## src/rtl/core/ssrs_pkg.sv

```systemverilog
// ============================================================================
// ssrs_pkg
// shared types, codes and tables for the seven-segment raster scroller
// ============================================================================
`default_nettype none

package ssrs_pkg;

    // stream and configuration port widths
    localparam int S_TDATA_W  = 40;
    localparam int M_TDATA_W  = 8;
    localparam int CFG_ADDR_W = 2;
    localparam int CFG_DATA_W = 9;

    // request field widths and positions in tdata
    localparam int ACT_W   = 3;
    localparam int AMT_W   = 16;
    localparam int COORD_W = 8;
    localparam int ACT_LSB = 0;
    localparam int AMT_LSB = ACT_LSB + ACT_W;
    localparam int ROW_LSB = AMT_LSB + AMT_W;
    localparam int COL_LSB = ROW_LSB + COORD_W;

    localparam int STAT_W  = 2;
    localparam int SEG_W   = 8;
    localparam int THIRD_W = 7;
    localparam int DIGIT_W = 4;
    localparam int STEP_W  = 5;

    localparam logic [AMT_W-1:0] MAX_DIGIT = 16'd9;

    // register indexes
    typedef enum logic [CFG_ADDR_W-1:0] {
        CFG_GRID_ROWS = 2'd0,
        CFG_GRID_COLS = 2'd1,
        CFG_SEG_LEN   = 2'd2
    } t_cfg_addr;

    typedef enum logic [ACT_W-1:0] {
        ACT_RENDER = 3'd0,
        ACT_UP     = 3'd1,
        ACT_DOWN   = 3'd2,
        ACT_LEFT   = 3'd3,
        ACT_RIGHT  = 3'd4,
        ACT_READ   = 3'd5
    } t_action;

    typedef enum logic [STAT_W-1:0] {
        STAT_OK         = 2'd0,
        STAT_NOT_DIGIT  = 2'd1,
        STAT_BAD_ACTION = 2'd2,
        STAT_OUT_RANGE  = 2'd3
    } t_status;

    typedef enum logic [2:0] {
        ST_IDLE,
        ST_ROW_MOD,
        ST_COL_MOD,
        ST_AMT_MOD,
        ST_FINISH,
        ST_REGION
    } t_state;

    // request into the shared remainder unit
    typedef struct packed {
        logic              start;
        logic [STEP_W-1:0] steps;
        logic [AMT_W-1:0]  dividend;  // left-aligned, steps bits are used
    } t_mod_req;

    // segment masks, bit 0 is segment a
    function automatic logic [6:0] seg_mask(input logic [DIGIT_W-1:0] digit);
        logic [6:0] m;
        case (digit)
            4'd0:    m = 7'h3F;
            4'd1:    m = 7'h06;
            4'd2:    m = 7'h5B;
            4'd3:    m = 7'h4F;
            4'd4:    m = 7'h66;
            4'd5:    m = 7'h6D;
            4'd6:    m = 7'h7D;
            4'd7:    m = 7'h07;
            4'd8:    m = 7'h7F;
            4'd9:    m = 7'h6F;
            default: m = 7'h00;
        endcase
        return m;
    endfunction

    // len / 3 for 8-bit len, via multiply by 171 and shift by 9
    function automatic logic [THIRD_W-1:0] third(input logic [SEG_W-1:0] len);
        logic [SEG_W+SEG_W-1:0] prod;
        prod = {{SEG_W{1'b0}}, len} * 16'd171;
        return prod[9 +: THIRD_W];
    endfunction

endpackage

`default_nettype wire

```

## src/rtl/core/ssrs_mod_unit.sv

```systemverilog
// ============================================================================
// ssrs_mod_unit
// bit-serial restoring remainder unit, one dividend bit per cycle
// ============================================================================
`default_nettype none

module ssrs_mod_unit #(
    parameter int DIV_W = 9
) (
    input  wire logic               i_clk,
    input  wire logic               i_rst_n,
    input  wire ssrs_pkg::t_mod_req i_req,
    input  wire logic [DIV_W-1:0]   i_divisor,
    output logic                    o_done,
    output logic [DIV_W-1:0]        o_rem
);

    logic                        r_busy;
    logic                        r_done;
    logic [ssrs_pkg::STEP_W-1:0] r_cnt;
    logic [DIV_W-1:0]            r_rem;
    logic [DIV_W-1:0]            r_div;
    logic [ssrs_pkg::AMT_W-1:0]  r_dvd;
    logic [DIV_W:0]              w_trial;
    logic [DIV_W-1:0]            n_rem;

    // shift in next dividend bit, subtract when it fits
    always_comb begin
        w_trial = {r_rem, r_dvd[ssrs_pkg::AMT_W-1]};
        if (w_trial >= {1'b0, r_div}) begin
            n_rem = DIV_W'(w_trial - {1'b0, r_div});
        end else begin
            n_rem = w_trial[DIV_W-1:0];
        end
    end

    always_ff @(posedge i_clk) begin
        if (!i_rst_n) begin
            r_busy <= 1'b0;
            r_done <= 1'b0;
            r_cnt  <= '0;
        end else begin
            r_done <= 1'b0;
            if (i_req.start) begin
                r_busy <= 1'b1;
                r_cnt  <= i_req.steps;
            end else if (r_busy) begin
                r_cnt <= r_cnt - ssrs_pkg::STEP_W'(1);
                if (r_cnt == ssrs_pkg::STEP_W'(1)) begin
                    r_busy <= 1'b0;
                    r_done <= 1'b1;
                end
            end
        end
    end

    always_ff @(posedge i_clk) begin
        if (i_req.start) begin
            r_rem <= '0;
            r_dvd <= i_req.dividend;
            r_div <= i_divisor;
        end else if (r_busy) begin
            r_rem <= n_rem;
            r_dvd <= r_dvd << 1;
        end
    end

    assign o_done = r_done;
    assign o_rem  = r_rem;

`ifndef SYNTHESIS
    a_no_restart: assert property (@(posedge i_clk) disable iff (!i_rst_n)
        i_req.start |-> !r_busy)
        else $error("remainder unit restarted while busy");

    a_rem_below_div: assert property (@(posedge i_clk) disable iff (!i_rst_n)
        r_done |-> (r_rem < r_div))
        else $error("remainder not below divisor");

    a_done_after_busy: assert property (@(posedge i_clk) disable iff (!i_rst_n)
        r_done |-> $past(r_busy))
        else $error("done without a running operation");
`endif

endmodule

`default_nettype wire

```

## src/rtl/core/seven_segment_raster_scroller.sv

```systemverilog
// ============================================================================
// seven_segment_raster_scroller
// seven-segment digit drawn on a scrollable dot grid, read one pixel at a time
// ============================================================================
// usage:
//   requests enter on the s_axis channel (action, amount, row, col); every
//   request gives exactly one response on m_axis (pixel_lit, status).
//   registers grid_rows, grid_cols and segment_length are written through
//   the cfg port while no request is in flight.
// sequencing:
//   one request at a time; s_axis_tready is high only while idle. cost is
//   set by the shared bit-serial remainder unit (one bit per cycle), with
//   OW = clog2(MAX_ROWS or MAX_COLS), 8 at the default sizes:
//     render, invalid action : straight to the response
//     read pixel             : row and col offset mod, OW bits each, then region
//     scroll                 : offset mod over OW bits, amount mod over 16 bits
// reset:
//   synchronous, active low; registers return to 16 x 8 grid, segment
//   length 6, grid dark, offsets zero.
// stall:
//   the response sits in an output register; the next request is already
//   worked on while it waits, and only its final write stalls until the
//   downstream side takes the previous response.
// ============================================================================
`default_nettype none

module seven_segment_raster_scroller #(
    parameter int MAX_ROWS = 256,
    parameter int MAX_COLS = 256
) (
    input  wire logic                               i_clk,
    input  wire logic                               i_rst_n,
    // configuration write port
    input  wire logic                               i_cfg_we,
    input  wire logic [ssrs_pkg::CFG_ADDR_W-1:0]    i_cfg_addr,
    input  wire logic [ssrs_pkg::CFG_DATA_W-1:0]    i_cfg_wdata,
    // request channel
    input  wire logic                               s_axis_tvalid,
    output logic                                    s_axis_tready,
    // action[2:0], amount[18:3], row[26:19], col[34:27], zero pad
    input  wire logic [ssrs_pkg::S_TDATA_W-1:0]     s_axis_tdata,
    // response channel
    output logic                                    m_axis_tvalid,
    input  wire logic                               m_axis_tready,
    // pixel_lit[0], status[2:1], zero pad
    output logic [ssrs_pkg::M_TDATA_W-1:0]          m_axis_tdata
);

    // effective size widths (must hold MAX itself), offset widths, datapath
    localparam int RS_W  = $clog2(MAX_ROWS + 1);
    localparam int CS_W  = $clog2(MAX_COLS + 1);
    localparam int RO_W  = (MAX_ROWS > 1) ? $clog2(MAX_ROWS) : 1;
    localparam int CO_W  = (MAX_COLS > 1) ? $clog2(MAX_COLS) : 1;
    localparam int DW    = (RS_W > CS_W) ? RS_W : CS_W;
    localparam int SW    = DW + 1;
    localparam int CMP_W = ((DW > 10) ? DW : 10) + 2;

    // clamp a size register to 1..max
    function automatic logic [DW-1:0] eff_size(
        input logic [ssrs_pkg::CFG_DATA_W-1:0] v,
        input int                              max
    );
        logic [DW-1:0] r;
        if (v == '0) begin
            r = DW'(1);
        end else if (int'(v) > max) begin
            r = DW'(max);
        end else begin
            r = DW'(v);
        end
        return r;
    endfunction

    // configuration registers
    logic [ssrs_pkg::CFG_DATA_W-1:0] r_grid_rows;
    logic [ssrs_pkg::CFG_DATA_W-1:0] r_grid_cols;
    logic [ssrs_pkg::SEG_W-1:0]      r_seg_len;

    // display state
    logic [ssrs_pkg::DIGIT_W-1:0]    r_digit;
    logic                            r_digit_valid;
    logic [RO_W-1:0]                 r_row_ofs;
    logic [CO_W-1:0]                 r_col_ofs;

    // request in flight
    ssrs_pkg::t_state                r_state, n_state;
    ssrs_pkg::t_action               r_action;
    logic [ssrs_pkg::AMT_W-1:0]      r_amount;
    logic [ssrs_pkg::COORD_W-1:0]    r_row;
    logic [ssrs_pkg::COORD_W-1:0]    r_col;
    logic                            r_oor;
    logic [DW-1:0]                   r_ro;
    logic [DW-1:0]                   r_co;
    logic [DW-1:0]                   r_amod;
    logic [DW-1:0]                   r_si;
    logic [DW-1:0]                   r_sj;

    // response register
    logic                            r_out_valid;
    logic                            r_out_lit;
    ssrs_pkg::t_status               r_out_status;

    // combinational
    logic [DW-1:0]                   w_rows;
    logic [DW-1:0]                   w_cols;
    ssrs_pkg::t_action               w_in_action;
    logic [ssrs_pkg::COORD_W-1:0]    w_in_row;
    logic [ssrs_pkg::COORD_W-1:0]    w_in_col;
    logic                            w_accept;
    ssrs_pkg::t_mod_req              w_req;
    logic [DW-1:0]                   w_divisor;
    logic                            w_mod_done;
    logic [DW-1:0]                   w_mod_rem;
    logic                            w_out_free;
    logic                            w_out_load;
    logic                            w_res_lit;
    ssrs_pkg::t_status               w_res_status;
    logic                            w_row_axis;
    logic [SW-1:0]                   w_scr_base;
    logic [SW-1:0]                   w_scr_size;
    logic [SW-1:0]                   w_scr_sum;
    logic [SW-1:0]                   w_scr_wrap;
    logic [SW-1:0]                   w_si_sum;
    logic [SW-1:0]                   w_sj_sum;
    logic [DW-1:0]                   w_si_wrap;
    logic [DW-1:0]                   w_sj_wrap;
    logic                            w_seg_hit;
    logic [2:0]                      w_seg_idx;
    logic [6:0]                      w_mask;

    assign w_rows      = eff_size(r_grid_rows, MAX_ROWS);
    assign w_cols      = eff_size(r_grid_cols, MAX_COLS);
    assign w_in_action = ssrs_pkg::t_action'(s_axis_tdata[ssrs_pkg::ACT_LSB +: ssrs_pkg::ACT_W]);
    assign w_in_row    = s_axis_tdata[ssrs_pkg::ROW_LSB +: ssrs_pkg::COORD_W];
    assign w_in_col    = s_axis_tdata[ssrs_pkg::COL_LSB +: ssrs_pkg::COORD_W];
    assign w_accept    = s_axis_tvalid && s_axis_tready;
    assign w_out_free  = !r_out_valid || m_axis_tready;

    // ------------------------------------------------------------------
    // configuration writes
    // ------------------------------------------------------------------
    always_ff @(posedge i_clk) begin
        if (!i_rst_n) begin
            r_grid_rows <= 9'd16;
            r_grid_cols <= 9'd8;
            r_seg_len   <= 8'd6;
        end else if (i_cfg_we) begin
            unique case (i_cfg_addr)
                ssrs_pkg::CFG_GRID_ROWS: r_grid_rows <= i_cfg_wdata;
                ssrs_pkg::CFG_GRID_COLS: r_grid_cols <= i_cfg_wdata;
                ssrs_pkg::CFG_SEG_LEN:   r_seg_len   <= i_cfg_wdata[ssrs_pkg::SEG_W-1:0];
                default: ;  // unmapped index, dropped
            endcase
        end
    end

    // ------------------------------------------------------------------
    // shared remainder unit: offset mod size and distance mod size
    // ------------------------------------------------------------------
    ssrs_mod_unit #(
        .DIV_W (DW)
    ) u_mod (
        .i_clk     (i_clk),
        .i_rst_n   (i_rst_n),
        .i_req     (w_req),
        .i_divisor (w_divisor),
        .o_done    (w_mod_done),
        .o_rem     (w_mod_rem)
    );

    // ------------------------------------------------------------------
    // scroll arithmetic: both operands already below the size, so the
    // sum wraps with a single compare and subtract
    // ------------------------------------------------------------------
    always_comb begin
        w_row_axis = (r_action == ssrs_pkg::ACT_UP) || (r_action == ssrs_pkg::ACT_DOWN);
        w_scr_base = w_row_axis ? SW'(r_ro) : SW'(r_co);
        w_scr_size = w_row_axis ? SW'(w_rows) : SW'(w_cols);
        if ((r_action == ssrs_pkg::ACT_UP) || (r_action == ssrs_pkg::ACT_LEFT)) begin
            w_scr_sum = w_scr_base + SW'(r_amod);
        end else begin
            w_scr_sum = w_scr_base + w_scr_size - SW'(r_amod);
        end
        w_scr_wrap = (w_scr_sum >= w_scr_size) ? (w_scr_sum - w_scr_size) : w_scr_sum;
    end

    // pixel read: map back through the offsets
    always_comb begin
        w_si_sum  = SW'(r_row) + SW'(r_ro);
        w_sj_sum  = SW'(r_col) + SW'(r_co);
        w_si_wrap = (w_si_sum >= SW'(w_rows)) ? DW'(w_si_sum - SW'(w_rows)) : DW'(w_si_sum);
        w_sj_wrap = (w_sj_sum >= SW'(w_cols)) ? DW'(w_sj_sum - SW'(w_cols)) : DW'(w_sj_sum);
    end

    // ------------------------------------------------------------------
    // segment region of the unshifted pixel, first match wins (a..g)
    // ------------------------------------------------------------------
    always_comb begin
        logic [CMP_W-1:0] i_c, j_c, c_c, l_c, w_c;
        logic             mid, right, left, upper, lower, bottom, center;
        i_c    = CMP_W'(r_si);
        j_c    = CMP_W'(r_sj);
        c_c    = CMP_W'(w_cols);
        l_c    = CMP_W'(r_seg_len);
        w_c    = CMP_W'(ssrs_pkg::third(r_seg_len));
        left   = j_c < w_c;
        right  = (j_c + w_c) >= c_c;
        mid    = !left && !right;
        upper  = (i_c >= w_c) && (i_c < w_c + l_c);
        lower  = (i_c >= w_c + w_c + l_c) && (i_c < w_c + w_c + l_c + l_c);
        bottom = i_c >= w_c + w_c + l_c + l_c;
        center = (i_c >= w_c + l_c) && (i_c < w_c + w_c + l_c);
        w_seg_hit = 1'b1;
        if ((i_c < w_c) && mid) begin
            w_seg_idx = 3'd0;
        end else if (upper && right) begin
            w_seg_idx = 3'd1;
        end else if (lower && right) begin
            w_seg_idx = 3'd2;
        end else if (bottom && mid) begin
            w_seg_idx = 3'd3;
        end else if (lower && left) begin
            w_seg_idx = 3'd4;
        end else if (upper && left) begin
            w_seg_idx = 3'd5;
        end else if (center && mid) begin
            w_seg_idx = 3'd6;
        end else begin
            w_seg_idx = 3'd0;
            w_seg_hit = 1'b0;  // background
        end
        w_mask = ssrs_pkg::seg_mask(r_digit);
    end

    // ------------------------------------------------------------------
    // sequencer
    // ------------------------------------------------------------------
    always_ff @(posedge i_clk) begin
        if (!i_rst_n) begin
            r_state <= ssrs_pkg::ST_IDLE;
        end else begin
            r_state <= n_state;
        end
    end

    always_comb begin
        n_state      = r_state;
        w_out_load   = 1'b0;
        w_res_lit    = 1'b0;
        w_res_status = ssrs_pkg::STAT_OK;
        w_req        = '0;
        w_divisor    = w_rows;

        unique case (r_state)
            ssrs_pkg::ST_IDLE: begin
                if (s_axis_tvalid) begin
                    case (w_in_action) inside
                        ssrs_pkg::ACT_UP, ssrs_pkg::ACT_DOWN, ssrs_pkg::ACT_READ:
                            n_state = ssrs_pkg::ST_ROW_MOD;
                        ssrs_pkg::ACT_LEFT, ssrs_pkg::ACT_RIGHT:
                            n_state = ssrs_pkg::ST_COL_MOD;
                        default:
                            n_state = ssrs_pkg::ST_FINISH;
                    endcase
                end
            end
            ssrs_pkg::ST_ROW_MOD: begin
                if (w_mod_done) begin
                    n_state = (r_action == ssrs_pkg::ACT_READ) ? ssrs_pkg::ST_COL_MOD
                                                               : ssrs_pkg::ST_AMT_MOD;
                end
            end
            ssrs_pkg::ST_COL_MOD: begin
                if (w_mod_done) begin
                    n_state = (r_action == ssrs_pkg::ACT_READ) ? ssrs_pkg::ST_FINISH
                                                               : ssrs_pkg::ST_AMT_MOD;
                end
            end
            ssrs_pkg::ST_AMT_MOD: begin
                if (w_mod_done) begin
                    n_state = ssrs_pkg::ST_FINISH;
                end
            end
            ssrs_pkg::ST_FINISH: begin
                if (r_action == ssrs_pkg::ACT_READ) begin
                    n_state = ssrs_pkg::ST_REGION;
                end else if (w_out_free) begin
                    w_out_load = 1'b1;
                    n_state    = ssrs_pkg::ST_IDLE;
                    case (r_action) inside
                        ssrs_pkg::ACT_RENDER:
                            w_res_status = (r_amount > ssrs_pkg::MAX_DIGIT)
                                         ? ssrs_pkg::STAT_NOT_DIGIT : ssrs_pkg::STAT_OK;
                        ssrs_pkg::ACT_UP, ssrs_pkg::ACT_DOWN,
                        ssrs_pkg::ACT_LEFT, ssrs_pkg::ACT_RIGHT:
                            w_res_status = ssrs_pkg::STAT_OK;
                        default:
                            w_res_status = ssrs_pkg::STAT_BAD_ACTION;
                    endcase
                end
            end
            ssrs_pkg::ST_REGION: begin
                if (w_out_free) begin
                    w_out_load   = 1'b1;
                    n_state      = ssrs_pkg::ST_IDLE;
                    w_res_status = r_oor ? ssrs_pkg::STAT_OUT_RANGE : ssrs_pkg::STAT_OK;
                    w_res_lit    = !r_oor && r_digit_valid && w_seg_hit && w_mask[w_seg_idx];
                end
            end
            default: n_state = ssrs_pkg::ST_IDLE;
        endcase

        // launch the remainder unit on entry to a mod state
        if (n_state != r_state) begin
            unique case (n_state)
                ssrs_pkg::ST_ROW_MOD: begin
                    w_req.start    = 1'b1;
                    w_req.steps    = ssrs_pkg::STEP_W'(RO_W);
                    w_req.dividend = ssrs_pkg::AMT_W'(r_row_ofs) << (ssrs_pkg::AMT_W - RO_W);
                    w_divisor      = w_rows;
                end
                ssrs_pkg::ST_COL_MOD: begin
                    w_req.start    = 1'b1;
                    w_req.steps    = ssrs_pkg::STEP_W'(CO_W);
                    w_req.dividend = ssrs_pkg::AMT_W'(r_col_ofs) << (ssrs_pkg::AMT_W - CO_W);
                    w_divisor      = w_cols;
                end
                ssrs_pkg::ST_AMT_MOD: begin
                    w_req.start    = 1'b1;
                    w_req.steps    = ssrs_pkg::STEP_W'(ssrs_pkg::AMT_W);
                    w_req.dividend = r_amount;
                    w_divisor      = w_row_axis ? w_rows : w_cols;
                end
                default: ;
            endcase
        end
    end

    // ------------------------------------------------------------------
    // request payload and working registers
    // ------------------------------------------------------------------
    always_ff @(posedge i_clk) begin
        if (w_accept) begin
            r_action <= w_in_action;
            r_amount <= s_axis_tdata[ssrs_pkg::AMT_LSB +: ssrs_pkg::AMT_W];
            r_row    <= w_in_row;
            r_col    <= w_in_col;
            r_oor    <= (int'(w_in_row) >= int'(w_rows)) || (int'(w_in_col) >= int'(w_cols));
        end
        if (w_mod_done) begin
            unique case (r_state)
                ssrs_pkg::ST_ROW_MOD: r_ro   <= w_mod_rem;
                ssrs_pkg::ST_COL_MOD: r_co   <= w_mod_rem;
                ssrs_pkg::ST_AMT_MOD: r_amod <= w_mod_rem;
                default: ;
            endcase
        end
        if (r_state == ssrs_pkg::ST_FINISH) begin
            r_si <= w_si_wrap;
            r_sj <= w_sj_wrap;
        end
    end

    // ------------------------------------------------------------------
    // display state, committed together with the response
    // ------------------------------------------------------------------
    always_ff @(posedge i_clk) begin
        if (!i_rst_n) begin
            r_digit       <= '0;
            r_digit_valid <= 1'b0;
            r_row_ofs     <= '0;
            r_col_ofs     <= '0;
        end else if (w_out_load && (r_state == ssrs_pkg::ST_FINISH)) begin
            case (r_action) inside
                ssrs_pkg::ACT_RENDER: begin
                    if (r_amount <= ssrs_pkg::MAX_DIGIT) begin
                        r_digit       <= r_amount[ssrs_pkg::DIGIT_W-1:0];
                        r_digit_valid <= 1'b1;
                        r_row_ofs     <= '0;
                        r_col_ofs     <= '0;
                    end
                end
                ssrs_pkg::ACT_UP, ssrs_pkg::ACT_DOWN:
                    r_row_ofs <= w_scr_wrap[RO_W-1:0];
                ssrs_pkg::ACT_LEFT, ssrs_pkg::ACT_RIGHT:
                    r_col_ofs <= w_scr_wrap[CO_W-1:0];
                default: ;
            endcase
        end
    end

    // ------------------------------------------------------------------
    // response register
    // ------------------------------------------------------------------
    always_ff @(posedge i_clk) begin
        if (!i_rst_n) begin
            r_out_valid <= 1'b0;
        end else if (w_out_load) begin
            r_out_valid <= 1'b1;
        end else if (m_axis_tready) begin
            r_out_valid <= 1'b0;
        end
    end

    always_ff @(posedge i_clk) begin
        if (w_out_load) begin
            r_out_lit    <= w_res_lit;
            r_out_status <= w_res_status;
        end
    end

    assign s_axis_tready = (r_state == ssrs_pkg::ST_IDLE);
    assign m_axis_tvalid = r_out_valid;
    assign m_axis_tdata  = {{(ssrs_pkg::M_TDATA_W - ssrs_pkg::STAT_W - 1){1'b0}},
                            r_out_status, r_out_lit};

`ifndef SYNTHESIS
    a_busy_after_accept: assert property (@(posedge i_clk) disable iff (!i_rst_n)
        w_accept |=> !s_axis_tready)
        else $error("request taken while previous one still in work");

    a_digit_range: assert property (@(posedge i_clk) disable iff (!i_rst_n)
        r_digit_valid |-> (r_digit <= ssrs_pkg::DIGIT_W'(9)))
        else $error("stored digit out of range");

    a_lit_only_ok: assert property (@(posedge i_clk) disable iff (!i_rst_n)
        (r_out_valid && r_out_lit) |-> (r_out_status == ssrs_pkg::STAT_OK) && r_digit_valid)
        else $error("lit pixel with error status or dark grid");

    a_ofs_range: assert property (@(posedge i_clk) disable iff (!i_rst_n)
        (int'(r_row_ofs) < MAX_ROWS) && (int'(r_col_ofs) < MAX_COLS))
        else $error("scroll offset beyond grid maximum");

    a_done_in_mod_state: assert property (@(posedge i_clk) disable iff (!i_rst_n)
        w_mod_done |-> (r_state == ssrs_pkg::ST_ROW_MOD) || (r_state == ssrs_pkg::ST_COL_MOD)
                       || (r_state == ssrs_pkg::ST_AMT_MOD))
        else $error("remainder result arrived outside a mod state");
`endif

endmodule

`default_nettype wire

```

## config.mk

```make
export PLATFORM = sky130hd
export DESIGN_NAME = seven_segment_raster_scroller
export DESIGN_NICKNAME = d
export VERILOG_FILES = /design/src/rtl/core/ssrs_pkg.sv /design/src/rtl/core/ssrs_mod_unit.sv /design/src/rtl/core/seven_segment_raster_scroller.sv
export SDC_FILE = /design/constraint.sdc
export NUM_CORES = 1
export LEC_CHECK = 0
export ABC_AREA = 1
export BUFFER_PORTS_ARGS = -buffer_cell sky130_fd_sc_hd__buf_2
export CAP_MARGIN = 20
export CORE_MARGIN = 2
export CORE_UTILIZATION = 40
export CTS_CLUSTER_SIZE = 40
export DETAILED_ROUTE_END_ITERATION = 12
export SLEW_MARGIN = 30
export SYNTH_ARGS = -nofsm -noshare
export SYNTH_HDL_FRONTEND = slang
export SYNTH_SLANG_ARGS = --single-unit
```

## constraint.sdc

```tcl
create_clock -name i_clk -period 14.08 [get_ports i_clk]
set_input_delay 2.112 -clock i_clk [delete_from_list [all_inputs] [get_ports i_clk]]
set_output_delay 2.112 -clock i_clk [all_outputs]
set_load 0.1 [all_outputs]
```

==> metrics.csv <==
metric,value,unit
antenna_left,0,
fin_worst_skew,0.0134,ns
worst_path_largest_cell_delay,0.59,ns
unrepaired_setup_endpoints_after_global_routing,false,
initial_core_util,40.5,%
top_cells_by_instance_count_after_synthesis,"sky130_fd_sc_hd__nand2_1 (301), sky130_fd_sc_hd__inv_1 (289), sky130_fd_sc_hd__ha_1 (222)",
rr_endpoint,r_out_lit$_SDFFCE_PN0P_,
power_density,140,nW/um2
wire_length_of_the_first_global_routing_pass,59600,um
final_hold_violation_count,0,
min_to,r_grid_cols[7]$_SDFFE_PN0P_,
numCtsBuffers,17,
synthesis.area,14800,um2
grt_overflow,0,
remaining_drcs,0,
routedWlPerCell,16.0,um
timing_worst_slew_pin_value,0.972,ns
timing.hold.worst_path_depth,2,
number_of_antenna_violations_at_the_first_check_in_global_routing,0,
hold_path_startpoint,r_grid_cols[7]$_SDFFE_PN0P_,
dr_total_vias,12000,
period_utilization_post_route,58.2,%
numClockSinks,183,
yosysSeqAreaShare,32.1,%
hpwl,29800,um
min_period,8.19,ns
placement.io_buffers,55,
drive_above_1_share,7.14,%
final.fill_count,3588,
number_of_enable_flip_flop_cells_after_synthesis,109,
fin_tns_setup,0,ns
avgViaCountPerCell,5.17,
crit_path_frequent_cell,sky130_fd_sc_hd__nand2_1,
r2r_cells,45,
tritoncts,built,
critical_path.endpoint_type,flip-flop,
worst-setup-path-type,flip-flop to flip-flop,
die_h,196,um
worst-path-buf-inv,6,
netlist_top_cells_area,"sky130_fd_sc_hd__edfxtp_1 (22%), sky130_fd_sc_hd__ha_1 (19%), sky130_fd_sc_hd__dfxtp_1 (10%)",
synth.yosys.warnings,0,
worst_ep_arrival_time,8.39,ns
synthFlopType,sky130_fd_sc_hd__edfxtp_1,
floorplan.die_area,38500,um2
num-nets-final,2144,
reg2reg_setup_slack,5.89,ns
cts.htree.levels,4,
finalWeightedCongestion,0.910,
worst_slack,5.89,ns
total_grt_usage,19.7,%
synth_area_per_cell,8.29,um2
post_cts.repair.setup_buffers,0,
setup_violations,0,
power.leakage,7.61,nW
clockBufferDepth,2,
fmax,0.122,GHz
timing.rr.start,r_seg_len[3]$_SDFFE_PN0P_,
cp.required,14.28,ns
routed_wl,37100,um
slew-limit-headroom,34.9,%
detailedRoute.firstPassIterationCount,5,
synth_top_area_share,22.1,%
dr.first_iter.drc_count,687,
whs,0.482,ns
antenna_cells,0,
largestRegisters,"r_amount: 16 flops, u_mod.r_dvd: 16 flops",
total_power,2.26,mW
crit_path_top_delay_cell,sky130_fd_sc_hd__dfxtp_1,
critical-path-top-delay-family,adder cells,
clock_tree.root_cell,sky130_fd_sc_hd__clkbuf_16,
critPathLaunchType,flip-flop,
pre_cts_slack,5.90,ns
post-synth-top-count-cell,sky130_fd_sc_hd__nand2_1,
run_status,"finished, final reports clean",
first_global_vias,11600,
netlist_instances,1785,
grt_max_degree,51,
instances_no_fill,2316,
worstSkewPairLatency,0.45,ns
cts-hold-fix-buffers,0,
num_rows,70,
register_clock_pin_slew_on_the_reported_worst_setup_and_hold_paths,0.08,ns
timing.final.max_slew_violations,0,
post_cts_resize_count,0,
irDropWorstVdd,76.3,uV
core_region_area,36500,um2
post_synth_top_area_cell,sky130_fd_sc_hd__edfxtp_1,
worst-path-max-fanout,8,
place.detailed.instances,2284,
max_cap_viol_count,0,
number_of_top_level_pins,66,
synth-async-reset-ratio,0,%
ys_ff_latch,183,
synth.distinct_cells,59,
layout-area-overhead-vs-synth,8.86,%
hold_path.class,flip-flop to flip-flop,
die_width,196,um
logic make-up (layout without fill, tap and decap cells):
| family | after synthesis | in the layout | synth area share [%] |
|---|---|---|---|
| mux | 2 | 2 | 0.135 |
| compound gates | 377 | 377 | 14.6 |
| buf+inv | 329 | 388 | 8.80 |
| fa+ha+maj | 253 | 253 | 23.0 |
| simple gates | 566 | 566 | 16.9 |
| xor+xnor | 74 | 74 | 4.43 |
| flops | 183 | 183 | 32.1 |
| other cells | 1 | 5 | 0.0253 |
through the flow:
step	instance area (um2)	utilization, %
3_5_place_dp	15500	42.5
5_1_grt	16100	44.1
2_1_floorplan	14800	-
6_report	16100	44.1
4_1_cts	16100	44.1
3_3_place_gp	15500	42.5
metal layers:
metal	GRT usage, %	part of all wire, %
met1	24.8	45
met2	35.0	49
met3	2.23	2.7
met4	6.68	2.6
met5	0	0
worst reg2reg max path, delay by kind of cell (launching register included):
kind	cells	cell delay (ns)
adders and majority gates	8	3.20
and+or+nand+nor	24	2.64
buffers and inverters	6	0.32
xor gates and xnor gates	2	0.39
DFF	1	0.59
AOI/OAI and AO/OA	5	0.82
area by class of cell:
class	instances	area, um2	share of cell area (%)
Sequential cell	183	4750	29.5
Tap cell	468	586	3.64
Inverter	297	1120	6.97
Clock buffer	18	429	2.66
Timing Repair Buffer	59	305	1.90
Clock inverter	14	149	0.924
Multi-Input combinational cell	1277	8760	54.4
where the power goes:
group	total, mW	switching [mW]	internal [mW]
clock	0.475	0.237	0.238
sequential	0.682	0.0471	0.635
combinational	1.10	0.678	0.421
layout by cell type, fill, tap and decap left out, types with 5 or more instances in the layout:
cell type	instances
sky130_fd_sc_hd__inv_2	5
sky130_fd_sc_hd__nor2_2	7
sky130_fd_sc_hd__xor2_1	55
sky130_fd_sc_hd__nor4_1	9
sky130_fd_sc_hd__a21oi_1	149
sky130_fd_sc_hd__o211ai_1	22
sky130_fd_sc_hd__nand2_1	301
sky130_fd_sc_hd__nor3_1	12
sky130_fd_sc_hd__ha_1	222
sky130_fd_sc_hd__nor2_1	107
sky130_fd_sc_hd__a21o_1	8
sky130_fd_sc_hd__inv_8	6
sky130_fd_sc_hd__inv_1	289
sky130_fd_sc_hd__or2_2	9
sky130_fd_sc_hd__conb_1	5
sky130_fd_sc_hd__xnor2_1	18
sky130_fd_sc_hd__nand3_1	72
sky130_fd_sc_hd__o31ai_1	6
sky130_fd_sc_hd__o21ai_0	131
sky130_fd_sc_hd__clkbuf_16	17
sky130_fd_sc_hd__fa_1	31
sky130_fd_sc_hd__o21bai_1	13
sky130_fd_sc_hd__edfxtp_1	109
sky130_fd_sc_hd__nand4_1	21
sky130_fd_sc_hd__o21a_1	9
sky130_fd_sc_hd__o221ai_1	9
sky130_fd_sc_hd__o22ai_1	7
sky130_fd_sc_hd__nand3b_1	5
sky130_fd_sc_hd__dfxtp_1	74
sky130_fd_sc_hd__buf_2	55
how the worst max path moves through the flow:
| stage | startpoint | endpoint | slack, ns | cells past startpoint |
|---|---|---|---|---|
| final | r_seg_len[3]$_SDFFE_PN0P_ | r_out_lit$_SDFFCE_PN0P_ | 5.89 | 45 |
| after global routing | r_seg_len[1]$_SDFFE_PN1P_ | r_out_lit$_SDFFCE_PN0P_ | 5.14 | 45 |
| after detailed placement | r_seg_len[1]$_SDFFE_PN1P_ | r_out_lit$_SDFFCE_PN0P_ | 5.90 | 45 |
| after CTS | r_seg_len[1]$_SDFFE_PN1P_ | r_out_lit$_SDFFCE_PN0P_ | 5.85 | 45 |
| after global placement | r_seg_len[1]$_SDFFE_PN1P_ | r_out_lit$_SDFFCE_PN0P_ | 6.01 | 40 |
| after floorplan | r_seg_len[1]$_SDFFE_PN1P_ | r_out_lit$_SDFFCE_PN0P_ | 6.84 | 45 |
Note: power is estimated with default switching activity, not from simulation.
